[src/dtt_pkg.sv]
// shared types and constants of the delimited text tokenizer
package dtt_pkg;

  localparam int ROW_W       = 32;
  localparam int COLUMN_W    = 16;
  localparam int ROW_BITS_DEF    = 32;
  localparam int COLUMN_BITS_DEF = 16;
  localparam int APB_ADDR_W  = 3;
  localparam int APB_DATA_W  = 32;

  localparam logic [APB_ADDR_W-1:0] REG_START_ROW = 3'd0;

  localparam logic CMD_BYTE = 1'b0;
  localparam logic CMD_EOI  = 1'b1;

  localparam logic [7:0] CH_NUL    = 8'h00;
  localparam logic [7:0] CH_COMMA  = 8'h2c;
  localparam logic [7:0] CH_TAB    = 8'h09;
  localparam logic [7:0] CH_BAR    = 8'h7c;
  localparam logic [7:0] CH_CR     = 8'h0d;
  localparam logic [7:0] CH_LF     = 8'h0a;
  localparam logic [7:0] CH_DQUOTE = 8'h22;
  localparam logic [7:0] CH_SQUOTE = 8'h27;

  typedef struct packed {
    logic [7:0]          out_byte;
    logic                byte_valid;
    logic                cell_end;
    logic                row_end;
    logic [ROW_W-1:0]    row;
    logic [COLUMN_W-1:0] column;
  } tok_res_t;

  typedef struct packed {
    logic             load;
    logic [ROW_W-1:0] value;
  } row_load_t;

endpackage

[src/dtt_if.sv]
// item channels of the tokenizer
interface dtt_in_if;
  import dtt_pkg::*;
  logic       valid;
  logic       ready;
  logic       cmd;
  logic [7:0] in_byte;
  modport source (output valid, cmd, in_byte, input ready);
  modport sink   (input valid, cmd, in_byte, output ready);
endinterface

interface dtt_out_if;
  import dtt_pkg::*;
  logic                valid;
  logic                ready;
  logic [7:0]          out_byte;
  logic                byte_valid;
  logic                cell_end;
  logic                row_end;
  logic [ROW_W-1:0]    row;
  logic [COLUMN_W-1:0] column;
  modport source (output valid, out_byte, byte_valid, cell_end, row_end, row, column,
                  input ready);
  modport sink   (input valid, out_byte, byte_valid, cell_end, row_end, row, column,
                  output ready);
endinterface

[src/dtt_cfg.sv]
// apb register for the start row, with saturated row load
module dtt_cfg import dtt_pkg::*; #(
  parameter int ROW_BITS = ROW_BITS_DEF
) (
  input  logic                  clk,
  input  logic                  rst,
  input  logic                  psel,
  input  logic                  penable,
  input  logic                  pwrite,
  input  logic [APB_ADDR_W-1:0] paddr,
  input  logic [APB_DATA_W-1:0] pwdata,
  output logic [APB_DATA_W-1:0] prdata,
  output logic                  pready,
  output row_load_t             row_load
);

  localparam logic [ROW_BITS-1:0] ROW_MAX = '1;

  logic [APB_DATA_W-1:0] start_row;
  logic                  wr_hit;

  assign pready = 1'b1;
  assign wr_hit = psel && penable && pwrite && (paddr[APB_ADDR_W-1:2] == REG_START_ROW[APB_ADDR_W-1:2]);

  always_ff @(posedge clk) begin
    if (rst) begin
      start_row <= APB_DATA_W'(1);
    end else if (wr_hit) begin
      start_row <= pwdata;
    end
  end

  always_comb begin
    prdata = '0;
    if (paddr[APB_ADDR_W-1:2] == REG_START_ROW[APB_ADDR_W-1:2]) begin
      prdata = start_row;
    end
  end

  assign row_load.load  = wr_hit;
  assign row_load.value = (pwdata > APB_DATA_W'(ROW_MAX)) ? ROW_W'(ROW_MAX) : ROW_W'(pwdata);

endmodule

[src/dtt_parser.sv]
// tokenizer state and per-byte next-state and result logic
module dtt_parser import dtt_pkg::*; #(
  parameter int ROW_BITS    = ROW_BITS_DEF,
  parameter int COLUMN_BITS = COLUMN_BITS_DEF
) (
  input  logic       clk,
  input  logic       rst,
  input  logic       accept,
  input  logic       cmd,
  input  logic [7:0] in_byte,
  input  row_load_t  row_load,
  output logic       emit,
  output tok_res_t   res
);

  typedef enum logic [2:0] {
    MODE_IDLE   = 3'd0,
    MODE_SKIP   = 3'd1,
    MODE_FIELD  = 3'd2,
    MODE_QUOTED = 3'd3,
    MODE_AFTER  = 3'd4
  } mode_t;

  typedef enum logic [1:0] {
    ACT_NONE,
    ACT_CONTENT,
    ACT_CELL,
    ACT_ROW
  } act_t;

  localparam logic [ROW_BITS-1:0]    ROW_MAX = '1;
  localparam logic [COLUMN_BITS-1:0] COL_MAX = '1;

  mode_t                  mode, mode_next;
  logic                   quote_single, quote_single_next;
  logic [7:0]             delim, delim_next;
  logic                   has_data, has_data_next;
  logic [COLUMN_BITS-1:0] col_count, col_count_next;
  logic [ROW_BITS-1:0]    row_count, row_count_next;

  act_t       act;
  logic       h_eff;
  logic       go_field;
  logic       cand;
  logic [7:0] delim_eff;
  logic [7:0] quote_ch;

  assign cand      = (in_byte == CH_COMMA) || (in_byte == CH_TAB) || (in_byte == CH_BAR);
  assign delim_eff = ((delim == CH_NUL) && cand) ? in_byte : delim;
  assign quote_ch  = quote_single ? CH_SQUOTE : CH_DQUOTE;

  always_comb begin
    mode_next         = mode;
    quote_single_next = quote_single;
    delim_next        = delim;
    has_data_next     = has_data;
    act               = ACT_NONE;
    h_eff             = has_data;
    go_field          = 1'b0;

    if (cmd == CMD_EOI) begin
      if (mode == MODE_FIELD || mode == MODE_QUOTED || mode == MODE_AFTER) begin
        act = ACT_ROW;
      end else begin
        mode_next     = MODE_IDLE;
        has_data_next = 1'b0;
      end
    end else begin
      unique case (mode)
        MODE_SKIP: begin
          if (in_byte == CH_LF) mode_next = MODE_IDLE;
        end
        MODE_FIELD: begin
          go_field = 1'b1;
        end
        MODE_QUOTED: begin
          if (in_byte == CH_CR) begin
            act = ACT_NONE;
          end else if (in_byte == quote_ch) begin
            mode_next = MODE_AFTER;
          end else begin
            act = ACT_CONTENT;
          end
        end
        MODE_AFTER: begin
          if (in_byte == CH_CR) begin
            act = ACT_NONE;
          end else if ((delim == CH_NUL) && cand) begin
            delim_next = in_byte;
            act        = ACT_CELL;
          end else if (in_byte == CH_LF) begin
            act = ACT_ROW;
          end else if ((delim != CH_NUL) && (in_byte == delim)) begin
            act = ACT_CELL;
          end else begin
            mode_next = MODE_QUOTED;
            act       = ACT_CONTENT;
          end
        end
        default: begin
          mode_next = MODE_IDLE;
          if (in_byte == CH_CR || in_byte == CH_LF) begin
            act = ACT_NONE;
          end else if (in_byte == CH_NUL) begin
            mode_next = MODE_SKIP;
          end else begin
            h_eff         = 1'b0;
            has_data_next = 1'b0;
            go_field      = 1'b1;
          end
        end
      endcase

      if (go_field) begin
        mode_next = MODE_FIELD;
        if (in_byte == CH_CR) begin
          act = ACT_NONE;
        end else if ((in_byte == CH_DQUOTE || in_byte == CH_SQUOTE) && !h_eff) begin
          quote_single_next = (in_byte == CH_SQUOTE);
          mode_next         = MODE_QUOTED;
        end else begin
          delim_next = delim_eff;
          if ((delim_eff != CH_NUL) && (in_byte == delim_eff)) begin
            act = ACT_CELL;
          end else if (in_byte == CH_LF) begin
            act = ACT_ROW;
          end else begin
            act = ACT_CONTENT;
          end
        end
      end
    end

    col_count_next = col_count;
    row_count_next = row_count;
    emit           = 1'b0;
    res.out_byte   = '0;
    res.byte_valid = 1'b0;
    res.cell_end   = 1'b0;
    res.row_end    = 1'b0;
    res.row        = ROW_W'(row_count);
    res.column     = COLUMN_W'(col_count);

    unique case (act)
      ACT_CONTENT: begin
        emit           = 1'b1;
        has_data_next  = 1'b1;
        res.out_byte   = in_byte;
        res.byte_valid = 1'b1;
      end
      ACT_CELL: begin
        emit          = h_eff;
        res.cell_end  = h_eff;
        has_data_next = 1'b0;
        mode_next     = MODE_FIELD;
        if (col_count != COL_MAX) col_count_next = col_count + COLUMN_BITS'(1);
      end
      ACT_ROW: begin
        emit           = 1'b1;
        res.cell_end   = h_eff;
        res.row_end    = 1'b1;
        has_data_next  = 1'b0;
        col_count_next = COLUMN_BITS'(1);
        mode_next      = MODE_IDLE;
        if (row_count != ROW_MAX) row_count_next = row_count + ROW_BITS'(1);
      end
      default: begin
        emit = 1'b0;
      end
    endcase
  end

  always_ff @(posedge clk) begin
    if (rst) begin
      mode         <= MODE_IDLE;
      quote_single <= 1'b0;
      delim        <= CH_NUL;
      has_data     <= 1'b0;
      col_count    <= COLUMN_BITS'(1);
      row_count    <= ROW_BITS'(1);
    end else if (row_load.load) begin
      row_count <= ROW_BITS'(row_load.value);
    end else if (accept) begin
      mode         <= mode_next;
      quote_single <= quote_single_next;
      delim        <= delim_next;
      has_data     <= has_data_next;
      col_count    <= col_count_next;
      row_count    <= row_count_next;
    end
  end

endmodule

[src/dtt_out_reg.sv]
// result register between parser and output channel
module dtt_out_reg import dtt_pkg::*; (
  input  logic     clk,
  input  logic     rst,
  input  logic     load,
  input  tok_res_t res_in,
  input  logic     out_ready,
  output logic     out_valid,
  output logic     in_ready,
  output tok_res_t res_out
);

  assign in_ready = !out_valid || out_ready;

  always_ff @(posedge clk) begin
    if (rst) begin
      out_valid <= 1'b0;
    end else if (load) begin
      out_valid <= 1'b1;
    end else if (out_ready) begin
      out_valid <= 1'b0;
    end
  end

  always_ff @(posedge clk) begin
    if (load) begin
      res_out <= res_in;
    end
  end

endmodule

[src/delimited_text_tokenizer.sv]
// top level of the delimited text tokenizer
//
// tok_in carries one item per text byte (cmd = 0) or an end-of-input mark
// (cmd = 1). tok_out carries at most one result item per input item: a cell
// content byte, a cell end, or a row end, each tagged with row and column.
// the apb port holds start_row at address 0; writing it also reloads the
// row counter. write it only while the block is idle; the block itself does not enforce this.
// a result appears on tok_out in the cycle after its input item is
// accepted. throughput: one item per cycle while no result stalls, set by the
// state update of the parser feeding one result register.
// tok_in.ready drops only while a result waits in the output register and
// tok_out.ready is low; a stalled result is held there unchanged.
// reset (rst, synchronous) returns the parser to idle between lines,
// forgets the delimiter, sets the column to 1, the row and start_row to 1,
// and empties the output register.
// items that give no result leave tok_out untouched.
module delimited_text_tokenizer import dtt_pkg::*; #(
  parameter int ROW_BITS    = ROW_BITS_DEF,
  parameter int COLUMN_BITS = COLUMN_BITS_DEF
) (
  input  logic                  clk,
  input  logic                  rst,
  dtt_in_if.sink                tok_in,
  dtt_out_if.source             tok_out,
  input  logic                  psel,
  input  logic                  penable,
  input  logic                  pwrite,
  input  logic [APB_ADDR_W-1:0] paddr,
  input  logic [APB_DATA_W-1:0] pwdata,
  output logic [APB_DATA_W-1:0] prdata,
  output logic                  pready
);

  row_load_t row_load;
  tok_res_t  res;
  tok_res_t  res_q;
  logic      emit;
  logic      accept;
  logic      in_ready;
  logic      out_valid;

  assign accept       = tok_in.valid && in_ready;
  assign tok_in.ready = in_ready;

  dtt_cfg #(.ROW_BITS(ROW_BITS)) u_cfg (
    .clk      (clk),
    .rst      (rst),
    .psel     (psel),
    .penable  (penable),
    .pwrite   (pwrite),
    .paddr    (paddr),
    .pwdata   (pwdata),
    .prdata   (prdata),
    .pready   (pready),
    .row_load (row_load)
  );

  dtt_parser #(.ROW_BITS(ROW_BITS), .COLUMN_BITS(COLUMN_BITS)) u_parser (
    .clk      (clk),
    .rst      (rst),
    .accept   (accept),
    .cmd      (tok_in.cmd),
    .in_byte  (tok_in.in_byte),
    .row_load (row_load),
    .emit     (emit),
    .res      (res)
  );

  dtt_out_reg u_out (
    .clk       (clk),
    .rst       (rst),
    .load      (accept && emit),
    .res_in    (res),
    .out_ready (tok_out.ready),
    .out_valid (out_valid),
    .in_ready  (in_ready),
    .res_out   (res_q)
  );

  assign tok_out.valid      = out_valid;
  assign tok_out.out_byte   = res_q.out_byte;
  assign tok_out.byte_valid = res_q.byte_valid;
  assign tok_out.cell_end   = res_q.cell_end;
  assign tok_out.row_end    = res_q.row_end;
  assign tok_out.row        = res_q.row;
  assign tok_out.column     = res_q.column;

  a_emit_shows: assert property (@(posedge clk) disable iff (rst)
    accept && emit |=> tok_out.valid)
    else $error("accepted result not presented");

  a_stall_blocks: assert property (@(posedge clk) disable iff (rst)
    tok_out.valid && !tok_out.ready |-> !tok_in.ready)
    else $error("input taken while result stalled");

  a_kind_exclusive: assert property (@(posedge clk) disable iff (rst)
    tok_out.valid && tok_out.byte_valid |-> !tok_out.cell_end && !tok_out.row_end)
    else $error("content byte marked as cell or row end");

  a_result_kind: assert property (@(posedge clk) disable iff (rst)
    tok_out.valid |-> tok_out.byte_valid || tok_out.cell_end || tok_out.row_end)
    else $error("empty result item");

endmodule

[src/flat_wrapper.sv]
// flat-port wrapper written by rule: the top's interface ports become plain ports
module delimited_text_tokenizer_flat import dtt_pkg::*;
#(
  parameter int ROW_BITS    = ROW_BITS_DEF,
  parameter int COLUMN_BITS = COLUMN_BITS_DEF
)
  (clk, rst, psel, penable, pwrite, paddr, pwdata, prdata, pready, tok_in_valid, tok_in_cmd, tok_in_in_byte, tok_in_ready, tok_out_valid, tok_out_out_byte, tok_out_byte_valid, tok_out_cell_end, tok_out_row_end, tok_out_row, tok_out_column, tok_out_ready);
  dtt_in_if tok_in_i ();
  dtt_out_if tok_out_i ();
  input  logic clk;
  input  logic rst;
  input  logic psel;
  input  logic penable;
  input  logic pwrite;
  input  logic [APB_ADDR_W-1:0] paddr;
  input  logic [APB_DATA_W-1:0] pwdata;
  output logic [APB_DATA_W-1:0] prdata;
  output logic pready;
  input wire logic [$bits(tok_in_i.valid)-1:0] tok_in_valid;
  input wire logic [$bits(tok_in_i.cmd)-1:0] tok_in_cmd;
  input wire logic [$bits(tok_in_i.in_byte)-1:0] tok_in_in_byte;
  output wire logic [$bits(tok_in_i.ready)-1:0] tok_in_ready;
  output wire logic [$bits(tok_out_i.valid)-1:0] tok_out_valid;
  output wire logic [$bits(tok_out_i.out_byte)-1:0] tok_out_out_byte;
  output wire logic [$bits(tok_out_i.byte_valid)-1:0] tok_out_byte_valid;
  output wire logic [$bits(tok_out_i.cell_end)-1:0] tok_out_cell_end;
  output wire logic [$bits(tok_out_i.row_end)-1:0] tok_out_row_end;
  output wire logic [$bits(tok_out_i.row)-1:0] tok_out_row;
  output wire logic [$bits(tok_out_i.column)-1:0] tok_out_column;
  input wire logic [$bits(tok_out_i.ready)-1:0] tok_out_ready;
  assign tok_in_i.valid = tok_in_valid;
  assign tok_in_i.cmd = tok_in_cmd;
  assign tok_in_i.in_byte = tok_in_in_byte;
  assign tok_in_ready = tok_in_i.ready;
  assign tok_out_valid = tok_out_i.valid;
  assign tok_out_out_byte = tok_out_i.out_byte;
  assign tok_out_byte_valid = tok_out_i.byte_valid;
  assign tok_out_cell_end = tok_out_i.cell_end;
  assign tok_out_row_end = tok_out_i.row_end;
  assign tok_out_row = tok_out_i.row;
  assign tok_out_column = tok_out_i.column;
  assign tok_out_i.ready = tok_out_ready;
  delimited_text_tokenizer #(.ROW_BITS(ROW_BITS), .COLUMN_BITS(COLUMN_BITS)) u_core (.clk(clk), .rst(rst), .tok_in(tok_in_i), .tok_out(tok_out_i), .psel(psel), .penable(penable), .pwrite(pwrite), .paddr(paddr), .pwdata(pwdata), .prdata(prdata), .pready(pready));
endmodule
[config.mk]
export PLATFORM = sky130hd
export DESIGN_NAME = delimited_text_tokenizer_flat
export DESIGN_NICKNAME = d
export VERILOG_FILES = /design/src/dtt_pkg.sv /design/src/dtt_if.sv /design/src/dtt_cfg.sv /design/src/dtt_parser.sv /design/src/dtt_out_reg.sv /design/src/delimited_text_tokenizer.sv /design/src/flat_wrapper.sv
export SDC_FILE = /design/constraint.sdc
export NUM_CORES = 1
export LEC_CHECK = 0
export BUFFER_PORTS_ARGS = -buffer_cell sky130_fd_sc_hd__buf_2
export CORE_MARGIN = 10
export CORE_UTILIZATION = 57
export CTS_BUF_LIST = sky130_fd_sc_hd__clkbuf_4 sky130_fd_sc_hd__clkbuf_8
export CTS_CLUSTER_SIZE = 8
export DETAILED_ROUTE_END_ITERATION = 8
export GPL_TIMING_DRIVEN = 0
export PLACE_DENSITY = 0.82
export SETUP_SLACK_MARGIN = 0.1
export SYNTH_ARGS = -nofsm -noshare
export SYNTH_HDL_FRONTEND = slang
export SYNTH_SLANG_ARGS = --single-unit
[constraint.sdc]
create_clock -name clk -period 6.6 [get_ports clk]
set_clock_uncertainty 0.2 [all_clocks]
set_input_delay 0.66 -clock clk [delete_from_list [all_inputs] [get_ports clk]]
set_output_delay 0.66 -clock clk [all_outputs]
set_load 0.01 [all_outputs]
=== Word level (Yosys, flattened, before mapping) ===
Cells that the tools add are included.

* $add $sub $neg: 2
* Magnitude comparators: 1
* Equality and inequality tests: 30
* Mux-type cells: 62
* Bitwise gates (word level): 4
* Reduce and logical (&&, ||, !) cells: 37

{| class="wikitable"
|+ Operator list
! kind !! number
|-
| $mux 32 || 6
|-
| $mux 8 || 6
|-
| $mux 3 || 11
|-
| $add 32x1->32 const B || 1
|-
| $gt 32x32->1 const B || 1
|-
| $ne 32x32->1 const B || 1
|-
| $pmux 16 s2 || 1
|-
| $ne 6x3->1 const B || 5
|-
| $eq 8x4->1 const B || 3
|-
| $eq 8x6->1 const B || 3
|-
| $mux 2 || 11
|-
| $mux 1 || 20
|-
| $add 16x1->16 const B || 1
|-
| $eq 8x8->1 || 2
|-
| $logic_not 8->1 || 2
|-
| $mux 16 || 1
|-
| $ne 16x16->1 const B || 1
|-
| $reduce_bool 8->1 || 2
|-
| $pmux 3 s4 || 1
|-
| $reduce_and 11->1 || 1
|-
| $reduce_bool 2->1 || 5
|-
| $logic_and 1x1->1 || 9
|-
| $reduce_and 3->1 || 3
|-
| $eq 8x6->1 || 1
|-
| other kinds (23) || 38
|}

* Register bits: 153
* Input port bits: 51
* Output and inout bits: 94
* Logic and storage cells: 150

=== Depth between registers and ports, before layout ===
* Depth after elaboration: 17
* Depth in mapped cells: 12
* Depth with buffers taken out: 9

=== Modules after synthesis ===
A second synthesis with hierarchy kept.

* Cell total of the unflattened synthesis: 770
* Area total of the unflattened synthesis: 7632.3 um^2

{| class="wikitable"
|+ By module, submodules not included
! module !! instances !! cells an instance !! area each (um^2) !! sequential area each (um^2)
|-
| dtt_parser || 1 || 495 || 3862.5 || 1221.2
|-
| dtt_cfg || 1 || 210 || 1939.4 || 640.6
|-
| dtt_out_reg || 1 || 63 || 1818.0 || 1791.7
|-
| delimited_text_tokenizer || 1 || 2 || 12.5 || 0.0
|}

=== Worst setup path after synthesis ===
No wires, ideal clock.

* Path kind: input-to-reg
* Start: in tok_in_in_byte[5]
* End: reg u_core.u_out.res_out[0] in the netlist's numbering (enable)
* Setup time: 0.476 ns
* Arrival time: 5.176 ns
* Data required time: 5.924 ns
* Path slack: 0.748 ns
* Stages: 10
* Buffers on the path: 3
* Path through: buf_2 -> or4_4 -> nor3_4 -> o21ai_1 -> a211o_1 -> buf_2 -> a21oi_1 -> clkbuf_1 -> nor2_1 -> nor2_1

* Cells in the longest elaborated chain, start to end: 16
* Elaborated cells between the ends (all ways): 50
* Classes of those cells: 13 x eq/ne; 24 x mux; 13 x reduce/logical

{| class="wikitable"
|+ Ends and longest elaborated chain
! item !! line !! RTL
|-
| from (decl) || flat_wrapper.sv:21 || <nowiki>input wire logic [$bits(tok_in_i.in_byte)-1:0] tok_in_in_byte;</nowiki>
|-
| $eq 8x6->1 or $eq 8x4->1 (tied branches) || dtt_parser.sv:48 || <nowiki>assign cand = (in_byte == CH_COMMA) || (in_byte == CH_TAB) || (in_byte == CH_BAR);</nowiki>
|-
| $logic_or 1x1->1 (2 in series) || dtt_parser.sv:48 ||
|-
| $logic_and 1x1->1 || dtt_parser.sv:49, dtt_parser.sv:88 ||
|-
| $mux 8 || dtt_parser.sv:49 || <nowiki>assign delim_eff = ((delim == CH_NUL) && cand) ? in_byte : delim;</nowiki>
|-
| $eq 8x8->1 or $reduce_bool 8->1 (tied branches) || dtt_parser.sv:123 || <nowiki>if ((delim_eff != CH_NUL) && (in_byte == delim_eff)) begin</nowiki>
|-
| $logic_and 1x1->1 || dtt_parser.sv:123 ||
|-
| $mux 2 || dtt_parser.sv:123 ||
|-
| $mux 2 || dtt_parser.sv:118 || <nowiki>end else if ((in_byte == CH_DQUOTE || in_byte == CH_SQUOTE) && !h_eff) begin</nowiki>
|-
| $mux 2 || dtt_parser.sv:116 || <nowiki>if (in_byte == CH_CR) begin</nowiki>
|-
| $mux 2 || dtt_parser.sv:114 || <nowiki>if (go_field) begin</nowiki>
|-
| $mux 2 || dtt_parser.sv:61 || <nowiki>if (cmd == CMD_EOI) begin</nowiki>
|-
| $eq 2x2->1 or $eq 2x1->1 (tied branches) || dtt_parser.sv:144 || <nowiki>unique case (act)</nowiki>
|-
| $reduce_or 2->1 (no line) || n/a ||
|-
| $pmux 1 s2 (*) || dtt_parser.sv:144 ||
|-
| $logic_and 1x1->1 (*) || delimited_text_tokenizer.sv:72 || <nowiki>.load (accept && emit),</nowiki>
|-
| net u_core.u_out.load || dtt_out_reg.sv:5 || <nowiki>input logic load,</nowiki>
|-
| to (signal assigned) || dtt_out_reg.sv:27 || <nowiki>res_out <= res_in;</nowiki>
|-
| to (decl) || dtt_out_reg.sv:10 || <nowiki>output tok_res_t res_out</nowiki>
|}

Mark *: on every way through the listed nets, which the timed path passes. The rest lies on a longest branch. The select of a mux whose other input is x is not followed.
A chain may end at the register's enable or synchronous reset.

=== Worst setup path in the final report ===
* Start: reg u_core.u_parser.mode[1]
* End: reg u_core.u_out.res_out[2] in the netlist's numbering (enable)

* Cells in the longest elaborated chain, start to end: 14
* Elaborated cells between the ends (all ways): 27
* Classes of those cells: 7 x eq/ne; 12 x mux; 8 x reduce/logical

{| class="wikitable"
|+ Ends and longest elaborated chain
! item !! line !! RTL
|-
| from (decl) || dtt_parser.sv:34 || <nowiki>mode_t mode, mode_next;</nowiki>
|-
| from (signal assigned) || dtt_parser.sv:184 || <nowiki>mode <= mode_next;</nowiki>
|-
| $eq 3x2->1 (tied with other cells) || dtt_parser.sv:62, dtt_parser.sv:69 ||
|-
| $reduce_or 4->1 (no line) || n/a ||
|-
| $mux 1 || dtt_parser.sv:69 || <nowiki>unique case (mode)</nowiki>
|-
| $mux 1 || dtt_parser.sv:61 ||
|-
| $logic_not 1->1 || dtt_parser.sv:118 ||
|-
| $logic_and 1x1->1 || dtt_parser.sv:118 ||
|-
| $mux 2 || dtt_parser.sv:118 ||
|-
| $mux 2 || dtt_parser.sv:116 ||
|-
| $mux 2 || dtt_parser.sv:114 ||
|-
| $mux 2 || dtt_parser.sv:61 ||
|-
| $eq 2x2->1 or $eq 2x1->1 (tied branches) || dtt_parser.sv:144 ||
|-
| $reduce_or 2->1 (no line) || n/a ||
|-
| $pmux 1 s2 (*) || dtt_parser.sv:144 ||
|-
| $logic_and 1x1->1 (*) || delimited_text_tokenizer.sv:72 ||
|-
| net u_core.u_out.load || dtt_out_reg.sv:5 ||
|}

Marked as above.

==> summary.md <==
| Metric | Value |
|---|---|
| Run status | finished clean |
| Final number of setup-violating endpoints | 0 |
| VDD IR max | 0.152 mV |
| Row cnt | 41 |
| Antenna-violating nets left | 0 |
| Number of vias after detailed routing | 6,618 |
| Final-layout setup total negative slack | 0 ps |
| Worst-Margin Slew | 842 ps |
| Cell with the biggest individual delay on the critical path | nor2_4 |
| Clk network pwr share | 37.5% |
| Sw Share | 27.0% |
| Average wire per cell in the routed design | 18.2 um |
| Leakage | 3.15 nW |
| Nets | 970 |
| Dominant cells by area after synthesis | dfxtp_1, edfxtp_1, nand2_1, a21oi_1, nor2b_1 |
| Area Overhead vs Synth | 18.6% |
| Initial antenna violation count | 0 |
| DP Wirelength | 14,600 um |
| Post-placement cell count | 1,070 |
| Count of final hold-check violations | 0 |
| Delay contributed by the slowest stage of the critical path | 670 ps |
| Worst reg2reg startpoint | u_core.u_parser.mode[1]$_SDFFE_PP0P_ |
| Pint | 1.44 mW |
| Hold Path Class | in -> reg |
| Leading area contributor after synthesis | dfxtp_1 |
| Cell area after layout | 0.00857 mm^2 |
| Number of buffers inserted during clock tree synthesis | 17 |
| Pins over their slew limit | 0 |
| Share of synthesized flip-flops with an asynchronous set or reset | 0% |
| Multi-input combinational cell area | 0.00330 mm^2 |
| Final estimated routing congestion in global placement | 0.948 |
| Setup repair after global routing missed its margin | false |
| Synthesized instance count | 758 |
| Total Die Area | 0.0176 mm^2 |
| Number of sinks handled by clock tree synthesis | 153 |
| Net switching component of the power | 0.531 mW |
| Maximum frequency from static timing analysis | 233 MHz |
| Mean post-synth cell area | 9.53 um^2 |
| Die Ht | 133 um |
| Total routing resource utilization after global routing | 22.0% |
| Clock tree from TritonCTS | yes |
| Length of the first detailed-routing pass in iterations | 5 |
| Proportion of layout cells with a drive suffix above 1 | 22.5% |
| Combined area of all synthesized cells | 0.00722 mm^2 |
| Total Power | 1.97 mW |
| Placed instance area | 0.00816 mm^2 |
| Kind of launch point of the worst setup path | flip-flop |
| Setup crit end kind | flip-flop |
| Portion of synthesized cell area occupied by the leading cell type | 26.1% |
| I/O pin cnt | 145 |
| Post-synth EDFFs | 59 |
| Clock tree buffer depth | 2 |
| Vias per cell | 6.01 |
| Cell Count, Final, Fillers Out | 1,102 |
| Core Footprint | 0.0125 mm^2 |
| Initial cell density of the core | 57.7% |
| Register Area | 0.00365 mm^2 |
| Setup repair bufs after CTS | 0 |
| Part of the total power dissipated in sequential elements | 52.7% |
| Starting DRT DRC Count | 718 |
| Number of hold buffers added after CTS | 0 |
| Number of instances on the worst hold path | 3 |
| Critical path class | reg -> reg |
| Crit path time final | 4300 ps |
| First-pass GRT wire length | 31,700 um |
| Residual DRC | 0 |
| Vias in the first global route | 6,202 |
| Hold Crit Start | pwdata[29] |
| Power density cells | 230 mW/mm^2 |
| H-Tree Level Count | 4 |
| Root buffer cell | clkbuf_8 |
| Share of synthesized area occupied by flip-flops and latches | 50.6% |
| Clock input transition at the sequential cells of the worst setup and hold paths | 90 ps |
| Synth warnings | 0 |
| Max Cap Viol | 0 |
| Count of inserted antenna diode cells | 0 |
| Required arrival time at the worst endpoint | 6560 ps |
| Post-synthesis sequential element count | 153 |
| Largest net degree at the start of global routing | 33 |
| Die boundary width | 133 um |
| Filler cell count in the final layout | 1,040 |
| Clock latency of the later-clocked register in the worst-skew pair | 480 ps |
| Worst Path Arrival | 4250 ps |
| Worst-path cell chain | buf_2 -> nor2_1 -> xor2_1 -> o2111ai_1 -> o2111ai_1 -> a211o_1 -> buf_2 -> a21oi_1 -> clkbuf_1 -> nor2_1 -> nor2_4 -> buf_12 |
| Period Utilization, post-route | 65.1% |
| Fraction of the core area covered by cells at the end of the flow | 68.4% |
| Critical path fanouts, max | 32 |
| Reg-to-reg critical path endpoint | u_core.u_out.res_out[2]$_DFFE_PP_ |
| Worst hold path endpoint | u_core.u_cfg.start_row[29]$_SDFFE_PP0P_ |
| Main synth FF type | dfxtp_1 |
| Yosys cell types | 63 |
| Part of the power in combinational logic | 9.8% |
| Quantity of I/O buffers inserted on ports | 139 |
| Syn_nets | 811 |
| Aggregate global routing overflow | 0 |
| Worst Reg-to-Reg Cells | 12 |
| Relative max-transition margin | 43.7% |
| CTS-repair resized insts | 0 |
| Post-Route WL | 20,000 um |
| Flop2flop setup slack | 2300 ps |
## power by group through the flow
| stage | Sequential, mW | Combinational [mW] | Clock, mW |
|---|---|---|---|
| final | 1.04 | 0.193 | 0.739 |
| after detailed placement | 1.06 | 0.190 | 0 |
| after CTS | 1.04 | 0.192 | 0.741 |
| after global routing | 1.04 | 0.210 | 0.778 |
| after floorplan | 1.07 | 0.0947 | 0 |
| after global placement | 1.06 | 0.185 | 0 |
## cell families (layout without fill, tap and decap cells)
group,after synthesis,in the layout,share of synthesized area [%]
AND/OR/NAND/NOR,352,352,26.4
AO/OA/AOI/OAI,166,166,16.5
flip-flops,153,153,50.6
buffers and inverters,65,237,3.76
XOR/XNOR,18,18,2.18
adder cells (fa/ha/maj),2,2,0.347
other,1,1,0.0519
multiplexers,1,1,0.156
## routing by layer
metal | GRT usage, % | vias to the layer above | part of all wire, %
li1 | - | 3150 | -
met1 | 28.1 | 3118 | 42
met2 | 34.3 | 301 | 46
met3 | 6.51 | 49 | 8.8
met4 | 8.86 | 0 | 2.7
met5 | 0 | - | 0
## metrics by stage
stage	setup WS (ps)	hold slack [ps]
floorplan	748	208
global placement	-714	219
detailed placement	1930	225
CTS	2370	223
global route	2140	230
finish	2300	233
## Yosys cell counts, types with 4 or more instances
master	n
edfxtp_1	59
nor3b_1	5
nor2_1	61
a311oi_1	18
xor2_1	10
or4_1	25
a2111oi_2	6
and4_1	14
nand2b_1	7
xnor2_1	8
nor3_1	14
a21o_1	4
and3_1	15
inv_1	10
or3_1	8
dfxtp_1	94
and2_1	7
o21ai_0	15
a21oi_1	62
nand3_1	25
nor4_1	12
a211oi_1	13
nand4_1	16
clkbuf_1	37
o31ai_1	23
nand2_1	88
nor2b_1	37
buf_2	13
## worst max-delay path by stage
stage / from / to / slack [ps] / cells after the start
5_1_grt: u_core.u_parser.mode[1]$_SDFFE_PP0P_ / u_core.u_out.res_out[2]$_DFFE_PP_ / 2140 / 12
3_3_place_gp: tok_in_in_byte[2] / u_core.u_out.res_out[13]$_DFFE_PP_ / -710 / 12
2_1_floorplan: tok_in_in_byte[5] / u_core.u_out.res_out[0]$_DFFE_PP_ / 750 / 10
6_report: u_core.u_parser.mode[1]$_SDFFE_PP0P_ / u_core.u_out.res_out[2]$_DFFE_PP_ / 2300 / 12
4_1_cts: u_core.u_parser.mode[1]$_SDFFE_PP0P_ / u_core.u_out.res_out[8]$_DFFE_PP_ / 2370 / 12
3_5_place_dp: tok_in_in_byte[2] / u_core.u_out.res_out[20]$_DFFE_PP_ / 1930 / 13
## registers in the layout, indices dropped and copies added, names as in the netlist
register,count
u_core.u_out.res_out,59
u_core.u_parser.has_data,1
u_core.u_parser.delim,8
u_core.u_parser.quote_single,1
u_core.u_parser.row_count,32
u_core.u_parser.mode,3
u_core.u_parser.col_count,16
u_core.u_cfg.start_row,32
u_core.u_out.out_valid,1
## layout by cell type (no fill, tap or decap), types with 4 or more instances in the layout
cell type	Yosys	routed
buf_2	13	152
dfxtp_1	94	94
nand2_1	88	88
a21oi_1	62	62
nor2_1	61	60
edfxtp_1	59	59
nor2b_1	37	37
clkbuf_1	37	37
nand3_1	25	25
or4_1	25	25
o31ai_1	23	23
a311oi_1	18	18
clkbuf_8	0	18
nand4_1	16	16
o21ai_0	15	15
and3_1	15	15
nor3_1	14	14
and4_1	14	14
a211oi_1	13	13
nor4_1	12	12
xor2_1	10	10
inv_1	10	10
xnor2_1	8	8
or3_1	8	8
nand2b_1	7	7
and2_1	7	7
a2111oi_2	6	6
nor3b_1	5	5
inv_6	0	5
a21o_1	4	4
## worst max-delay path: cells and delay by family, from the launching register on
| kind | cells | cell delay [ps] |
|---|---|---|
| AO/OA/AOI/OAI | 4 | 1120 |
| XOR/XNOR | 1 | 180 |
| buffers and inverters | 4 | 1080 |
| flip-flops | 1 | 320 |
| AND/OR/NAND/NOR | 3 | 1080 |
## cell type report
type / instances / share of cell area, %
Sequential cell: 153 / 42.6
Multi-Input combinational cell: 540 / 38.6
Timing Repair Buffer: 140 / 8.35
Clock buffer: 18 / 2.89
Buffer: 55 / 2.73
Tap cell: 172 / 2.51
Clock inverter: 14 / 1.87
Inverter: 10 / 0.438
Note: power is estimated with default switching activity, not from simulation.
